## config.mk

```make
export PLATFORM = sky130hd
export DESIGN_NAME = feeder_motor_cycle_controller_unit
export DESIGN_NICKNAME = d
export VERILOG_FILES = /design/src/fmcc_pkg.sv /design/src/fmcc_cfg.sv /design/src/fmcc_core.sv /design/src/feeder_motor_cycle_controller_unit.sv
export SDC_FILE = /design/constraint.sdc
export NUM_CORES = 1
export LEC_CHECK = 0
export BUFFER_PORTS_ARGS = -buffer_cell sky130_fd_sc_hd__buf_2
export CAP_MARGIN = 20
export CORE_UTILIZATION = 45
export DETAILED_ROUTE_END_ITERATION = 6
export GPL_ROUTABILITY_DRIVEN = 0
export GPL_TIMING_DRIVEN = 0
export PLACE_DENSITY = 0.73
export RECOVER_POWER = 100
export SETUP_SLACK_MARGIN = 0.2
export SYNTH_ARGS = -nofsm -noshare
export SYNTH_HDL_FRONTEND = slang
export SYNTH_SLANG_ARGS = --single-unit
```

## constraint.sdc

```tcl
create_clock -name clk -period 5 [get_ports clk]
set_input_delay 1 -clock clk [delete_from_list [all_inputs] [get_ports clk]]
set_output_delay 1 -clock clk [all_outputs]
set_load 0.005 [all_outputs]
```

## src/fmcc_pkg.sv

```systemverilog
package fmcc_pkg;

  localparam int unsigned SCHEDULE_SLOTS_DEFAULT = 8;
  localparam int unsigned ENTRY_W = 8;

  localparam logic [21:0] MS_PER_HOUR = 22'd3600000;
  localparam logic [7:0] DEBOUNCE_RESET = 8'd30;
  localparam logic [29:0] SINCE_MAX = 30'h3FFF_FFFF;
  localparam logic [7:0] ELAPSED_MAX = 8'hFF;
  localparam logic [2:0] NO_FED_DAY = 3'd7;
  localparam logic [4:0] NO_FED_HOUR = 5'd31;

  localparam logic [1:0] PH_ON_SWITCH = 2'd0;
  localparam logic [1:0] PH_RUNNING = 2'd1;
  localparam logic [1:0] PH_STOPPED = 2'd2;
  localparam logic [1:0] PH_DEBOUNCE = 2'd3;

  localparam logic [2:0] REG_INTERVAL_MODE_ON = 3'd0;
  localparam logic [2:0] REG_SCHEDULE_MODE_ON = 3'd1;
  localparam logic [2:0] REG_INTERVAL_HOURS = 3'd2;
  localparam logic [2:0] REG_SCHEDULE_COUNT = 3'd3;
  localparam logic [2:0] REG_SCHEDULE_TABLE = 3'd4;
  localparam logic [2:0] REG_DEBOUNCE_MS = 3'd5;

  typedef struct packed {
    logic        interval_mode_on;
    logic        schedule_mode_on;
    logic [29:0] interval_need;
    logic [3:0]  schedule_count;
    logic [7:0]  debounce_ms;
  } cfg_t;

  typedef struct packed {
    logic       motor_run;
    logic [1:0] cycle_phase;
    logic       feed_started;
  } res_t;

endpackage

```

## src/fmcc_cfg.sv

```systemverilog
module fmcc_cfg #(
  parameter int unsigned SCHEDULE_SLOTS = fmcc_pkg::SCHEDULE_SLOTS_DEFAULT
) (
  input  logic                                       clk,
  input  logic                                       rst,
  input  logic                                       wr_en,
  input  logic [2:0]                                 wr_index,
  input  logic [63:0]                                wr_data,
  output fmcc_pkg::cfg_t                             cfg,
  output logic [SCHEDULE_SLOTS*fmcc_pkg::ENTRY_W-1:0] schedule_table
);

  localparam int unsigned TableW = SCHEDULE_SLOTS * fmcc_pkg::ENTRY_W;

  always_ff @(posedge clk) begin
    if (rst) begin
      cfg.interval_mode_on <= 1'b0;
      cfg.schedule_mode_on <= 1'b0;
      cfg.interval_need <= '0;
      cfg.schedule_count <= '0;
      cfg.debounce_ms <= fmcc_pkg::DEBOUNCE_RESET;
      schedule_table <= '0;
    end else if (wr_en) begin
      unique case (wr_index)
        fmcc_pkg::REG_INTERVAL_MODE_ON: cfg.interval_mode_on <= wr_data[0];
        fmcc_pkg::REG_SCHEDULE_MODE_ON: cfg.schedule_mode_on <= wr_data[0];
        fmcc_pkg::REG_INTERVAL_HOURS: begin
          // precompute the threshold in ticks
          cfg.interval_need <= 30'(wr_data[7:0]) * 30'(fmcc_pkg::MS_PER_HOUR);
        end
        fmcc_pkg::REG_SCHEDULE_COUNT: cfg.schedule_count <= wr_data[3:0];
        fmcc_pkg::REG_SCHEDULE_TABLE: schedule_table <= wr_data[TableW-1:0];
        fmcc_pkg::REG_DEBOUNCE_MS: cfg.debounce_ms <= wr_data[7:0];
        default: ;
      endcase
    end
  end

endmodule

```

## src/fmcc_core.sv

```systemverilog
module fmcc_core #(
  parameter int unsigned SCHEDULE_SLOTS = fmcc_pkg::SCHEDULE_SLOTS_DEFAULT
) (
  input  logic                                       clk,
  input  logic                                       rst,
  input  logic                                       en,
  input  fmcc_pkg::cfg_t                             cfg,
  input  logic [SCHEDULE_SLOTS*fmcc_pkg::ENTRY_W-1:0] schedule_table,
  input  logic                                       sw,
  input  logic [2:0]                                 day,
  input  logic [4:0]                                 hour,
  output fmcc_pkg::res_t                             res
);

  localparam logic [3:0] SlotCount = 4'(SCHEDULE_SLOTS);

  logic [1:0]  phase, phase_next;
  logic [29:0] since_cycle_ms, since_next;
  logic [7:0]  debounce_elapsed, elapsed_next;
  logic [2:0]  last_fed_day, last_day_next;
  logic [4:0]  last_fed_hour, last_hour_next;
  logic        drive_on, drive_next;

  logic [3:0]  slots_used;
  logic        hit;
  logic        done;
  logic        sched_start;
  logic        started;

  always_comb begin
    slots_used = (cfg.schedule_count > SlotCount) ? SlotCount : cfg.schedule_count;
    hit = 1'b0;
    for (int i = 0; i < SCHEDULE_SLOTS; i++) begin
      if (4'(i) < slots_used &&
          schedule_table[i*fmcc_pkg::ENTRY_W +: 3] == day &&
          schedule_table[i*fmcc_pkg::ENTRY_W + 3 +: 5] == hour) begin
        hit = 1'b1;
      end
    end
    done = (day == last_fed_day) && (hour == last_fed_hour);
    sched_start = cfg.schedule_mode_on && hit && !done;
  end

  always_comb begin
    phase_next = phase;
    since_next = since_cycle_ms;
    elapsed_next = debounce_elapsed;
    last_day_next = last_fed_day;
    last_hour_next = last_fed_hour;
    drive_next = drive_on;
    started = 1'b0;

    if (phase_next == fmcc_pkg::PH_STOPPED) begin
      if ((cfg.interval_mode_on && since_cycle_ms >= cfg.interval_need) || sched_start) begin
        drive_next = 1'b1;
        phase_next = fmcc_pkg::PH_RUNNING;
        started = 1'b1;
      end
      if (sched_start) begin
        last_day_next = day;
        last_hour_next = hour;
      end
    end

    if (phase_next == fmcc_pkg::PH_RUNNING && !sw) begin
      phase_next = fmcc_pkg::PH_ON_SWITCH;
    end

    if (phase_next == fmcc_pkg::PH_ON_SWITCH && sw) begin
      elapsed_next = '0;
      phase_next = fmcc_pkg::PH_DEBOUNCE;
    end

    if (phase_next == fmcc_pkg::PH_DEBOUNCE) begin
      if (elapsed_next > cfg.debounce_ms || elapsed_next == fmcc_pkg::ELAPSED_MAX) begin
        if (sw) begin
          drive_next = 1'b0;
          since_next = '0;
          phase_next = fmcc_pkg::PH_STOPPED;
        end else begin
          phase_next = fmcc_pkg::PH_ON_SWITCH;
        end
      end
    end

    // advance and saturate the tick counters
    if (since_next < fmcc_pkg::SINCE_MAX) begin
      since_next = since_next + 30'd1;
    end
    if (elapsed_next < fmcc_pkg::ELAPSED_MAX) begin
      elapsed_next = elapsed_next + 8'd1;
    end

    res.motor_run = drive_next;
    res.cycle_phase = phase_next;
    res.feed_started = started;
  end

  always_ff @(posedge clk) begin
    if (rst) begin
      phase <= fmcc_pkg::PH_STOPPED;
      since_cycle_ms <= '0;
      debounce_elapsed <= '0;
      last_fed_day <= fmcc_pkg::NO_FED_DAY;
      last_fed_hour <= fmcc_pkg::NO_FED_HOUR;
      drive_on <= 1'b0;
    end else if (en) begin
      phase <= phase_next;
      since_cycle_ms <= since_next;
      debounce_elapsed <= elapsed_next;
      last_fed_day <= last_day_next;
      last_fed_hour <= last_hour_next;
      drive_on <= drive_next;
    end
  end

endmodule

```

## src/feeder_motor_cycle_controller_unit.sv

```systemverilog
// Feeder motor cycle controller.
// Input channel (in_valid/in_ready): one beat per millisecond tick carrying
// switch_level (0 pressed), weekday and hour_of_day.
// Output channel (out_valid/out_ready): one beat per input beat, carrying
// motor_run, cycle_phase (0 on switch, 1 running, 2 stopped, 3 debouncing)
// and feed_started.
// Configuration channel (cfg_valid/cfg_ready, cfg_index, cfg_data): always
// ready; index 0..5 selects interval_mode_on, schedule_mode_on,
// interval_hours, schedule_count, schedule_table, debounce_ms. Higher
// indexes are dropped. Write only while no tick is in flight.
// Path: input beat to result beat through the input register, then the
// phase update into the result register. Throughput: one beat per cycle
// while out_ready stays high; the phase and counter update is combinational.
// Reset: phase stopped, counters cleared, no day/hour fed yet, debounce_ms
// 30, other config registers and valid flags 0; data registers not reset.
// Stall: when out_ready is low the result holds, one more beat fills the
// input register, then in_ready drops until the result is taken.
module feeder_motor_cycle_controller_unit #(
  parameter int unsigned SCHEDULE_SLOTS = fmcc_pkg::SCHEDULE_SLOTS_DEFAULT
) (
  input  logic        clk,
  input  logic        rst,
  input  logic        in_valid,
  output logic        in_ready,
  input  logic        switch_level,
  input  logic [2:0]  weekday,
  input  logic [4:0]  hour_of_day,
  output logic        out_valid,
  input  logic        out_ready,
  output logic        motor_run,
  output logic [1:0]  cycle_phase,
  output logic        feed_started,
  input  logic        cfg_valid,
  output logic        cfg_ready,
  input  logic [2:0]  cfg_index,
  input  logic [63:0] cfg_data
);

  fmcc_pkg::cfg_t cfg;
  logic [SCHEDULE_SLOTS*fmcc_pkg::ENTRY_W-1:0] schedule_table;
  fmcc_pkg::res_t res;

  logic       in_full;
  logic       in_sw;
  logic [2:0] in_day;
  logic [4:0] in_hour;
  logic       advance;
  logic       in_take;

  assign cfg_ready = 1'b1;
  assign advance = in_full && (!out_valid || out_ready);
  assign in_ready = !in_full || advance;
  assign in_take = in_valid && in_ready;

  fmcc_cfg #(.SCHEDULE_SLOTS(SCHEDULE_SLOTS)) u_cfg (
    .clk            (clk),
    .rst            (rst),
    .wr_en          (cfg_valid && cfg_ready),
    .wr_index       (cfg_index),
    .wr_data        (cfg_data),
    .cfg            (cfg),
    .schedule_table (schedule_table)
  );

  fmcc_core #(.SCHEDULE_SLOTS(SCHEDULE_SLOTS)) u_core (
    .clk            (clk),
    .rst            (rst),
    .en             (advance),
    .cfg            (cfg),
    .schedule_table (schedule_table),
    .sw             (in_sw),
    .day            (in_day),
    .hour           (in_hour),
    .res            (res)
  );

  always_ff @(posedge clk) begin
    if (rst) begin
      in_full <= 1'b0;
    end else if (in_take) begin
      in_full <= 1'b1;
    end else if (advance) begin
      in_full <= 1'b0;
    end
  end

  always_ff @(posedge clk) begin
    if (in_take) begin
      in_sw <= switch_level;
      in_day <= weekday;
      in_hour <= hour_of_day;
    end
  end

  always_ff @(posedge clk) begin
    if (rst) begin
      out_valid <= 1'b0;
    end else if (advance) begin
      out_valid <= 1'b1;
    end else if (out_ready) begin
      out_valid <= 1'b0;
    end
  end

  always_ff @(posedge clk) begin
    if (advance) begin
      motor_run <= res.motor_run;
      cycle_phase <= res.cycle_phase;
      feed_started <= res.feed_started;
    end
  end

  a_drive_matches_phase: assert property (@(posedge clk) disable iff (rst)
    out_valid |-> (motor_run == (cycle_phase != fmcc_pkg::PH_STOPPED)))
    else $error("motor drive disagrees with cycle phase");

  a_start_drives: assert property (@(posedge clk) disable iff (rst)
    (out_valid && feed_started) |-> (motor_run && cycle_phase != fmcc_pkg::PH_STOPPED))
    else $error("feed start without motor drive");

  a_input_held: assert property (@(posedge clk) disable iff (rst)
    (in_full && !advance) |=> (in_full && $stable(in_sw) && $stable(in_day)
                               && $stable(in_hour)))
    else $error("pending tick lost from input register");

  a_result_held: assert property (@(posedge clk) disable iff (rst)
    (out_valid && !out_ready) |=> (out_valid && $stable(motor_run)
                                   && $stable(cycle_phase) && $stable(feed_started)))
    else $error("result overwritten while stalled");

endmodule

```

==> out/results.ini, run 1 <==
[setup_path]
crit_top_cell = fa_1
crit_buf_inv = 4
end_kind = flip-flop
cp_cell_sequence = clkbuf_4 > clkinvlp_2 > clkbuf_4 > fa_1 > fa_1 > inv_1 > fa_1 > ha_1 > o21ai_0 > a22oi_2 > nand3_2 > o21ai_4 > o21ai_2 > a2111oi_1 > or3b_4
critical_path_class = input pin to flip-flop
critical_path.max_stage_delay_ps = 500
cp_top_family = adder cells
worstSetupStartpointType = input pin
required_ps = 5390
crit_arrival_ps = 5170
worstPathMaxFanout = 10
cp_slowest_cell = fa_1

[timing]
maxSlewViolCount = 0
tns_ps = 0
setup_viol = 0
worstMarginPinSlew_ps = 908
period_share_pct = 95.5
rsz0062_at_grt = true
max_slew_margin_pct = 39.2
final_hold_viol_count = 0
finalCriticalPeriod_ps = 4770
fmax_mhz = 209
fin_skew_ps = 11.6

[floorplan]
die_h_um = 157
dieArea_um2 = 24500
core_area_um2 = 23500
core.rowCount = 56
initial_utilization_pct = 45.8
ioPinCount = 88
die_x_um = 157

[drt]
first_pass_iters = 5
ant_nets = 0
vias = 9454
avgViaCountPerCell = 5.52
drt_iter0_drc = 638
wl_per_cell_um = 16.7
drc = 0
wl_mm = 28.7

[global_routing]
grt-ovfl-total = 0
grt_pass1_wl_mm = 45.9
grt_max_degree = 20
first_global_vias = 9034
grt_use_total_pct = 24.1
antenna_found_initial = 3

[pwr]
p_leak_uw = 0.00490
p_comb_share_pct = 40.0
p_per_area_nw_per_um2 = 374
p_total_uw = 4670
irDropWorstVdd_v = 0.000202
p_int_uw = 2960
switching_share_pct = 36.6
seqPwrFrac_pct = 29.8
p_clk_share_pct = 30.2
switchingPower_uw = 1710

[final_layout]
fin_nets = 1583
synthToLayoutAreaGrowth_pct = 16.2
fin_cells = 1713
final_common_cell = nand2_1
layout-drive-gt1-share_pct = 13.1
final_cell_mix = 206 x nand2_1, 152 x dfxtp_1, 128 x a21oi_1
fillers = 2131
design_area_um2 = 12500

[flow_run]
maxCapViolations = 0

[clock_network]
cts.clk_slew.worst_paths_ps = 70
clk-insertion-delay-late_ps = 450
root_buffer = clkbuf_16
cts_tree = done
cts_sinks = 165
clk_path_buf_depth = 2
cts.hold.buffers_added = 0
h-tree-depth = 4
cts_buffers = 17

[synthesis]
synthDistinctLibCells = 79
ys_warn_count = 0
synthFlopType = dfxtp_1
synthArstFlopShare_pct = 0
ys_seq_elements = 165
postSynthAreaPerCell_um2 = 8.49
ys_seq_area_share_pct = 31.9
synthCells = 1266
synthesis.nets = 1470
synth_edf_count = 13
synth_area_um2 = 10800

[placed_design]
post-dp-hpwl_mm = 21.1
dp.cells = 1671
placed_area_um2 = 11600
port_buffers = 86

[status]
status = completed

[hold_path]
hold_class = flip-flop to flip-flop

==> cells in the mapped netlist (20+ instances only) <==
| cell type | number | area [µm²] |
|---|---|---|
| nor3_1 | 20 | 100 |
| nand2_1 | 206 | 773 |
| inv_1 | 96 | 360 |
| o21ai_0 | 31 | 155 |
| a21oi_1 | 129 | 646 |
| xnor2_1 | 58 | 508 |
| o211ai_1 | 20 | 150 |
| ha_1 | 82 | 1030 |
| nand3_1 | 27 | 135 |
| xor2_1 | 29 | 254 |
| dfxtp_1 | 152 | 3040 |
| nand4_1 | 23 | 144 |
| fa_1 | 41 | 821 |
| nor2_1 | 55 | 206 |
| clkbuf_1 | 46 | 173 |
==> logic make-up (layout without fill, tap and decap cells) <==
| group | Yosys count | in the layout | synth area share (%) |
|---|---|---|---|
| xor gates and xnor gates | 87 | 87 | 7.09 |
| muxes | 13 | 13 | 1.23 |
| AOI/OAI and AO/OA | 286 | 286 | 17.4 |
| other | 1 | 3 | 0.0349 |
| buffers and inverters | 165 | 291 | 6.08 |
| and+or+nand+nor | 426 | 426 | 19.0 |
| DFF | 165 | 165 | 31.9 |
| adders and majority gates | 123 | 123 | 17.2 |
==> what timing repair did <==
item / in CTS / in global routing
gates resized for setup: 8 / 54
endpoints found under the setup margin: 25 / 27
pin swaps: 1 / 29
buffers inserted: 3 / 5
==> stage by stage <==
stage          setup WS [ps]  util [%]  hold WS (ps)
6_report                 225      53.2           457
5_1_grt                 69.1      53.2           482
4_1_cts                  197      52.5           454
3_5_place_dp            -367      49.5           448
3_3_place_gp            -305      49.5           443
2_1_floorplan            200         -           432
==> power by group through the flow <==
stage / Sequential, µW / Combinational (µW) / Clock, µW
2_1_floorplan: 1420 / 1210 / 0
3_3_place_gp: 1420 / 1570 / 0
3_5_place_dp: 1420 / 1600 / 0
4_1_cts: 1390 / 1670 / 1420
5_1_grt: 1390 / 2070 / 1480
6_report: 1390 / 1870 / 1410
==> worst min-delay path: stages, from the launching register on <==
cell and delay, ps:
dfxtp_1 310, nand2_1 50, a21oi_1 50
==> per-layer routing <==
layer / GRT usage (%) / share of wire [%] / vias up
met5: 0 / 0.045 / -
met4: 8.92 / 2.7 / 2
met3: 4.79 / 4.8 / 59
met2: 40.4 / 48 / 252
met1: 30.6 / 45 / 4511
li1: - / - / 4630
==> worst paths after layout <==
check | start | endpoint | slack [ps] | cells past startpoint
max reg2reg | u_core.phase[1] | u_core.since_cycle_ms[29] | 300 | 21
max | cfg_data[0] | u_cfg.cfg[40] | 230 | 15
min | u_cfg.cfg[29] | u_cfg.cfg[29] | 460 | 2
min reg2reg | u_cfg.cfg[29] | u_cfg.cfg[29] | 460 | 2
==> sequential cells by signal (all words and copies together), names as in the netlist <==
register                 cells
cycle_phase                  2
feed_started                 1
in_day                       3
in_full                      1
in_hour                      5
in_sw                        1
motor_run                    1
out_valid                    1
u_cfg.cfg                   37
u_cfg.schedule_table        64
u_core.debounce_elapsed      8
u_core.drive_on              1
u_core.last_fed_day          3
u_core.last_fed_hour         5
u_core.phase                 2
u_core.since_cycle_ms       30
==> area by class of cell <==
type | instances | area [µm²] | area share (%)
diodes | 2 | 5.00 | 0.0401
plain buffers | 68 | 303 | 2.42
clock buffers | 18 | 450 | 3.61
clock inverters | 14 | 204 | 1.63
inverters | 97 | 365 | 2.92
multi-input cells | 936 | 6830 | 54.6
flip-flops and latches | 165 | 3430 | 27.5
well taps | 319 | 399 | 3.19
repair buffers | 94 | 509 | 4.08
Note: power is estimated with default switching activity, not from simulation.
==> run 2, diff against run 1 <==
- CORE_ASPECT_RATIO: unset -> 0.8
==> run 2 against run 1 <==
Maximum frequency fell by 1.2%. Wire length rose by 2.1%. Via count rose by 1.3%.
==> out/results.ini, run 2 (same netlist as run 1, synthesis figures left out) <==
[status]
status = completed

[floorplan]
dieArea_um2 = 24500  ; about the same
ioPinCount = 88  ; unchanged
initial_utilization_pct = 45.9  ; +0.15 points
die_h_um = 140  ; -10%
die_x_um = 175  ; +12%
core.rowCount = 50  ; -11%
core_area_um2 = 23400  ; -0.32%

[setup_path]
required_ps = 5330  ; -60 ps
critical_path_class = input pin to flip-flop
cp-endpoint = u_cfg.cfg[38]
r2r_end = u_core.since_cycle_ms[25]
critical_path.max_stage_delay_ps = 570  ; +70 ps
end_kind = flip-flop
reg2reg_slack_ps = 260  ; -40 ps
worstSetupStartpointType = input pin
cp_num_cells = 16  ; +1
crit_top_cell = fa_1
cp_top_family = adder cells
cp_cell_sequence = buf_8 > fa_1 > inv_2 > fa_1 > inv_2 > fa_1 > fa_1 > ha_4 > or3_4 > nor2_4 > and3_1 > o21ai_4 > buf_6 > o211a_1 > o21a_1 > o41ai_2
reg2reg_from = u_core.phase[1]
worstRegToRegCells = 21  ; unchanged
cp_slowest_cell = fa_1
worstPathMaxFanout = 5  ; -5
crit_buf_inv = 4  ; unchanged
crit_start = cfg_data[4]
crit_arrival_ps = 5170  ; about the same

[timing]
setup_viol = 0  ; unchanged
fmax_mhz = 207  ; -1.2%
worstMarginPinSlew_ps = 999  ; +91.2 ps
finalCriticalPeriod_ps = 4830  ; +58.7 ps
tns_ps = 0  ; unchanged
rsz0062_at_grt = true
period_share_pct = 96.7  ; +1.2 points
max_slew_margin_pct = 33.4  ; -5.9 points
final_hold_viol_count = 0  ; unchanged
fin_skew_ps = 11.9  ; +0.233 ps
maxSlewViolCount = 0  ; unchanged

[flow_run]
maxCapViolations = 0  ; unchanged

[global_routing]
first_global_vias = 8553  ; -5.3%
antenna_found_initial = 0  ; -3
grt_pass1_wl_mm = 45.4  ; -1.1%
grt_max_degree = 18  ; -10%
grt_use_total_pct = 23.5  ; -0.65 points
grt-ovfl-total = 0  ; unchanged

[clock_network]
root_buffer = clkbuf_16
cts_tree = done
clk_path_buf_depth = 2  ; unchanged
cts.clk_slew.worst_paths_ps = 70  ; about the same
clk-insertion-delay-late_ps = 440  ; about the same
h-tree-depth = 4  ; unchanged
cts_sinks = 165  ; unchanged
cts_buffers = 17  ; unchanged
cts.hold.buffers_added = 0  ; unchanged

[final_layout]
diodes = 0  ; -2
top_register = u_cfg.schedule_table
fin_nets = 1585  ; +0.13%
top_regs = u_cfg.schedule_table (64), u_cfg.cfg (37), u_core.since_cycle_ms (30)
final_cell_mix = 206 x nand2_1, 152 x dfxtp_1, 126 x a21oi_1
synthToLayoutAreaGrowth_pct = 15.8
largest_reg_flops = 64  ; unchanged
final_common_cell = nand2_1
layout-drive-gt1-share_pct = 13.1  ; -0.019 points
design_area_um2 = 12500  ; -0.35%
postLayoutCoreUtil_pct = 53.2  ; about the same

[placed_design]
placed_area_um2 = 11600  ; about the same
port_buffers = 86  ; unchanged
post-dp-hpwl_mm = 21.7  ; +2.7%

[pwr]
p_leak_uw = 0.00491  ; +0.16%
irDropWorstVdd_v = 0.000254  ; +26%
p_per_area_nw_per_um2 = 363  ; -3.0%

[drt]
vias = 9581  ; +1.3%
wl_per_cell_um = 17.1  ; +2.5%
avgViaCountPerCell = 5.62  ; +1.8%
ant_nets = 0  ; unchanged
drc = 0  ; unchanged
wl_mm = 29.3  ; +2.1%
drt_iter0_drc = 900  ; +41%
first_pass_iters = 5  ; unchanged

[hold_path]
hold_class = flip-flop to flip-flop

-- run 2: cell types whose count changed in the layout (fill, tap and decap cells not counted), sizes merged --
cell / before / now
buf: 99 / 102
clkbuf: 81 / 79
clkinv: 9 / 5
clkinvlp: 1 / 0
diode: 2 / 0
inv: 100 / 106
-- run 2: layout make-up --
| class | instances | area (µm²) |
|---|---|---|
| Clock inverter | 15 | 163 |
| Multi-Input combinational cell | 936 | 6830 |
| Sequential cell | 165 | 3430 |
| Timing Repair Buffer | 96 | 542 |
| Buffer | 68 | 299 |
| Tap cell | 312 | 390 |
| Fill cell | 2172 | 10900 |
| Clock buffer | 17 | 425 |
| Inverter | 97 | 364 |
-- run 2: worst min-delay path, cell delays in order (launching register included) --
cell and delay (ps):
dfxtp_1 310, nand2_1 50, a21oi_1 50
-- run 2: how the worst min path moves through the flow --
stage                             start             to  slack (ps)  cells past startpoint
after global routing       u_cfg.cfg[5]   u_cfg.cfg[5]         480                      2
after CTS                 u_cfg.cfg[20]  u_cfg.cfg[20]         460                      2
after floorplan           u_cfg.cfg[35]  u_cfg.cfg[35]         430                      2
after detailed placement  u_cfg.cfg[21]  u_cfg.cfg[21]         450                      2
after global placement    u_cfg.cfg[29]  u_cfg.cfg[29]         440                      2
final                      u_cfg.cfg[5]   u_cfg.cfg[5]         460                      2
-- run 2: per-stage QoR --
step / instances / setup WS, ps / power [µW] / hold slack (ps)
final: 1706 / 167 / 4510 / 456
after global routing: 1706 / 32.6 / 4790 / 476
after CTS: 1699 / 216 / 4370 / 456
after detailed placement: 1664 / -327 / 2990 / 448
after global placement: 1664 / -289 / 2960 / 441
after floorplan: 1266 / 200 / 2630 / 432
-- run 2: report_power, final --
group	switching, µW	internal, µW
logic	982	805
clock network	624	711
registers	23.1	1370
total	1630	2890
-- run 2: routing by layer --
layer / vias up / global-route usage (%) / part of all wire [%]
met3: 24 / 3.83 / 6.8
met5: - / 0 / 0
li1: 4624 / - / -
met2: 303 / 34.7 / 45
met1: 4630 / 35.3 / 48
met4: 0 / 5.68 / 0.92
-- run 2: what timing repair did --
action                                  4_1_cts  5_1_grt
gates resized for setup                       6       57
endpoints found under the setup margin       22       27
buffers inserted                              3        6
cloned                                        0        1
pin swaps                                     2       24
==> run 3, diff against run 2 <==
- MAX_ROUTING_LAYER: unset -> met4
- RECOVER_POWER: 100 -> 50
==> run 3 against run 2 <==
Hold slack about the same. Register-to-register slack better by 130 ps. Sequential cell count unchanged. Global-route usage up 0.72 points. Die area unchanged. Sequential power about the same. Non-clock buffer count unchanged. Maximum frequency up 0.67%. Worst setup slack better by 32 ps. Wire length about the same. Critical endpoint unchanged. Largest power group unchanged.
==> out/results.ini, run 3 (same netlist as run 1, synthesis figures left out) <==
[status]
status = completed

[flow_run]
maxCapViolations = 0  ; unchanged

[drt]
ant_nets = 0  ; unchanged
avgViaCountPerCell = 5.60  ; -0.22%
first_pass_iters = 5  ; unchanged
wl_per_cell_um = 17.2  ; about the same
wl_mm = 29.3  ; about the same
drt_iter0_drc = 907  ; +0.78%
drc = 0  ; unchanged
vias = 9560  ; -0.22%

[final_layout]
top_regs = u_cfg.schedule_table (64), u_cfg.cfg (37), u_core.since_cycle_ms (30)
diodes = 0  ; unchanged
final_common_cell = nand2_1
largest_reg_flops = 64  ; unchanged
top_register = u_cfg.schedule_table
layout-drive-gt1-share_pct = 13.6  ; +0.57 points
fin_nets = 1585  ; unchanged
fin_cells = 1706  ; unchanged
fillers = 2167  ; -0.23%
synthToLayoutAreaGrowth_pct = 16.3
final_cell_mix = 206 x nand2_1, 152 x dfxtp_1, 126 x a21oi_1

[floorplan]
initial_utilization_pct = 45.9  ; unchanged
dieArea_um2 = 24500  ; unchanged
die_h_um = 140  ; unchanged
core.rowCount = 50  ; unchanged
ioPinCount = 88  ; unchanged
die_x_um = 175  ; unchanged
core_area_um2 = 23400  ; unchanged

[clock_network]
cts_buffers = 17  ; unchanged
clk-insertion-delay-late_ps = 440  ; about the same
clk_path_buf_depth = 2  ; unchanged
h-tree-depth = 4  ; unchanged
root_buffer = clkbuf_16
cts.clk_slew.worst_paths_ps = 70  ; about the same
cts.hold.buffers_added = 0  ; unchanged
cts_sinks = 165  ; unchanged
cts_tree = done

[pwr]
switchingPower_uw = 1640  ; +0.80%
p_int_uw = 2920  ; +1.2%
switching_share_pct = 36.0  ; -0.094 points
p_leak_uw = 0.00492  ; +0.17%
p_comb_share_pct = 40.2  ; +0.6 points
p_clk_share_pct = 29.3  ; -0.3 points
seqPwrFrac_pct = 30.5  ; -0.3 points
p_total_uw = 4560  ; +1.1%
p_per_area_nw_per_um2 = 365  ; +0.66%
irDropWorstVdd_v = 0.000253  ; -0.13%

[global_routing]
grt_pass1_wl_mm = 45.5  ; about the same
met2_usage_pct = 34.6  ; -0.10 points
grt-ovfl-total = 0  ; unchanged
grt_use_total_pct = 24.2  ; +0.72 points
grt_max_degree = 18  ; unchanged
met3_usage_pct = 3.77  ; -0.054 points
met1_usage_pct = 35.4  ; +0.051 points
grt-busiest-layer = met1
antenna_found_initial = 0  ; unchanged
first_global_vias = 8563  ; +0.12%

[setup_path]
crit_arrival_ps = 5130  ; -40 ps
worstRegToRegCells = 21  ; unchanged
crit_buf_inv = 4  ; unchanged
reg2reg_from = u_core.phase[1]
end_kind = flip-flop
worstSetupStartpointType = input pin
crit_top_cell = fa_1
cp_top_family = adder cells
critical_path_class = input pin to flip-flop
critical_path.max_stage_delay_ps = 550  ; -20 ps
cp_cell_sequence = buf_12 > fa_1 > inv_2 > fa_1 > inv_2 > fa_1 > fa_1 > ha_4 > or3_4 > nor2_4 > and3_4 > o21ai_4 > buf_6 > o211a_1 > o21a_1 > o41ai_2
reg2reg_slack_ps = 390  ; +130 ps
r2r_end = u_core.since_cycle_ms[29]
required_ps = 5330  ; about the same
worstPathMaxFanout = 7  ; +2
cp_slowest_cell = fa_1

[timing]
period_share_pct = 96.0  ; -0.64 points
rsz0062_at_grt = true
final_hold_viol_count = 0  ; unchanged
maxSlewViolCount = 0  ; unchanged
setup_slack_ps = 199  ; +32.0 ps
fmax_mhz = 208  ; +0.67%
worstMarginPinSlew_ps = 875  ; -125 ps
finalCriticalPeriod_ps = 4800  ; -32.0 ps
setup_viol = 0  ; unchanged
max_slew_margin_pct = 41.2  ; +7.8 points
fin_skew_ps = 12.4  ; +0.567 ps

[placed_design]
place_ws_ps = -327  ; unchanged
dp.cells = 1664  ; unchanged
post-dp-hpwl_mm = 21.7  ; unchanged
port_buffers = 86  ; unchanged

[hold_path]
hold_depth = 2  ; unchanged
hold_path.startpoint = u_cfg.cfg[5]
hold_class = flip-flop to flip-flop
holdPathEnd = u_cfg.cfg[5]

[run 3: metal layers]
metal,vias up,share of wire (%)
met3,26,6.5
met2,311,45
met4,0,0.92
met5,-,0
met1,4607,48
li1,4616,-
[run 3: worst max path at each step]
stage,start,to,slack [ps],cells past startpoint
floorplan,cfg_data[5],u_cfg.cfg[40],200,14
global placement,cfg_data[5],u_cfg.cfg[40],-290,15
detailed placement,cfg_data[5],u_cfg.cfg[40],-330,15
CTS,in_sw,u_core.since_cycle_ms[25],220,20
global route,cfg_data[4],u_cfg.cfg[38],80,16
finish,cfg_data[3],u_cfg.cfg[38],200,16
[run 3: what timing repair did]
| action | CTS | global route |
|---|---|---|
| pin swaps | 2 | 24 |
| gates resized for setup | 6 | 59 |
| endpoints found under the hold margin | 0 | 0 |
| cloned | 0 | 1 |
| endpoints found under the setup margin | 22 | 27 |
| buffers inserted | 3 | 6 |
[run 3: worst min-delay path, stage by stage, from the launching register on]
cell and delay [ps]:
dfxtp_1 310, nand2_1 50, a21oi_1 50
[run 3: cell type report]
type,count,area (µm²),area share (%)
multi-input cells,936,6870,55.0
flip-flops and latches,165,3430,27.5
repair buffers,96,548,4.38
clock buffers,17,425,3.40
well taps,312,390,3.12
inverters,97,364,2.91
plain buffers,68,305,2.44
clock inverters,15,163,1.30
[run 3: power by group through the flow]
stage	clock network [µW]	logic, µW	registers (µW)
after floorplan	0	1210	1420
after global placement	0	1540	1420
after detailed placement	0	1570	1420
after CTS	1340	1630	1390
after global routing	1400	2040	1400
final	1340	1840	1390
[run 3: through the flow]
stage                     hold WS [ps]  cell area (µm²)  utilization (%)  setup TNS, ps
after floorplan                    432            10800                -              0
after global placement             441            11600             49.6          -2890
after detailed placement           448            11600             49.6          -3750
after CTS                          456            12200             52.3              0
after global routing               476            12500             53.4              0
final                              456            12500             53.4              0
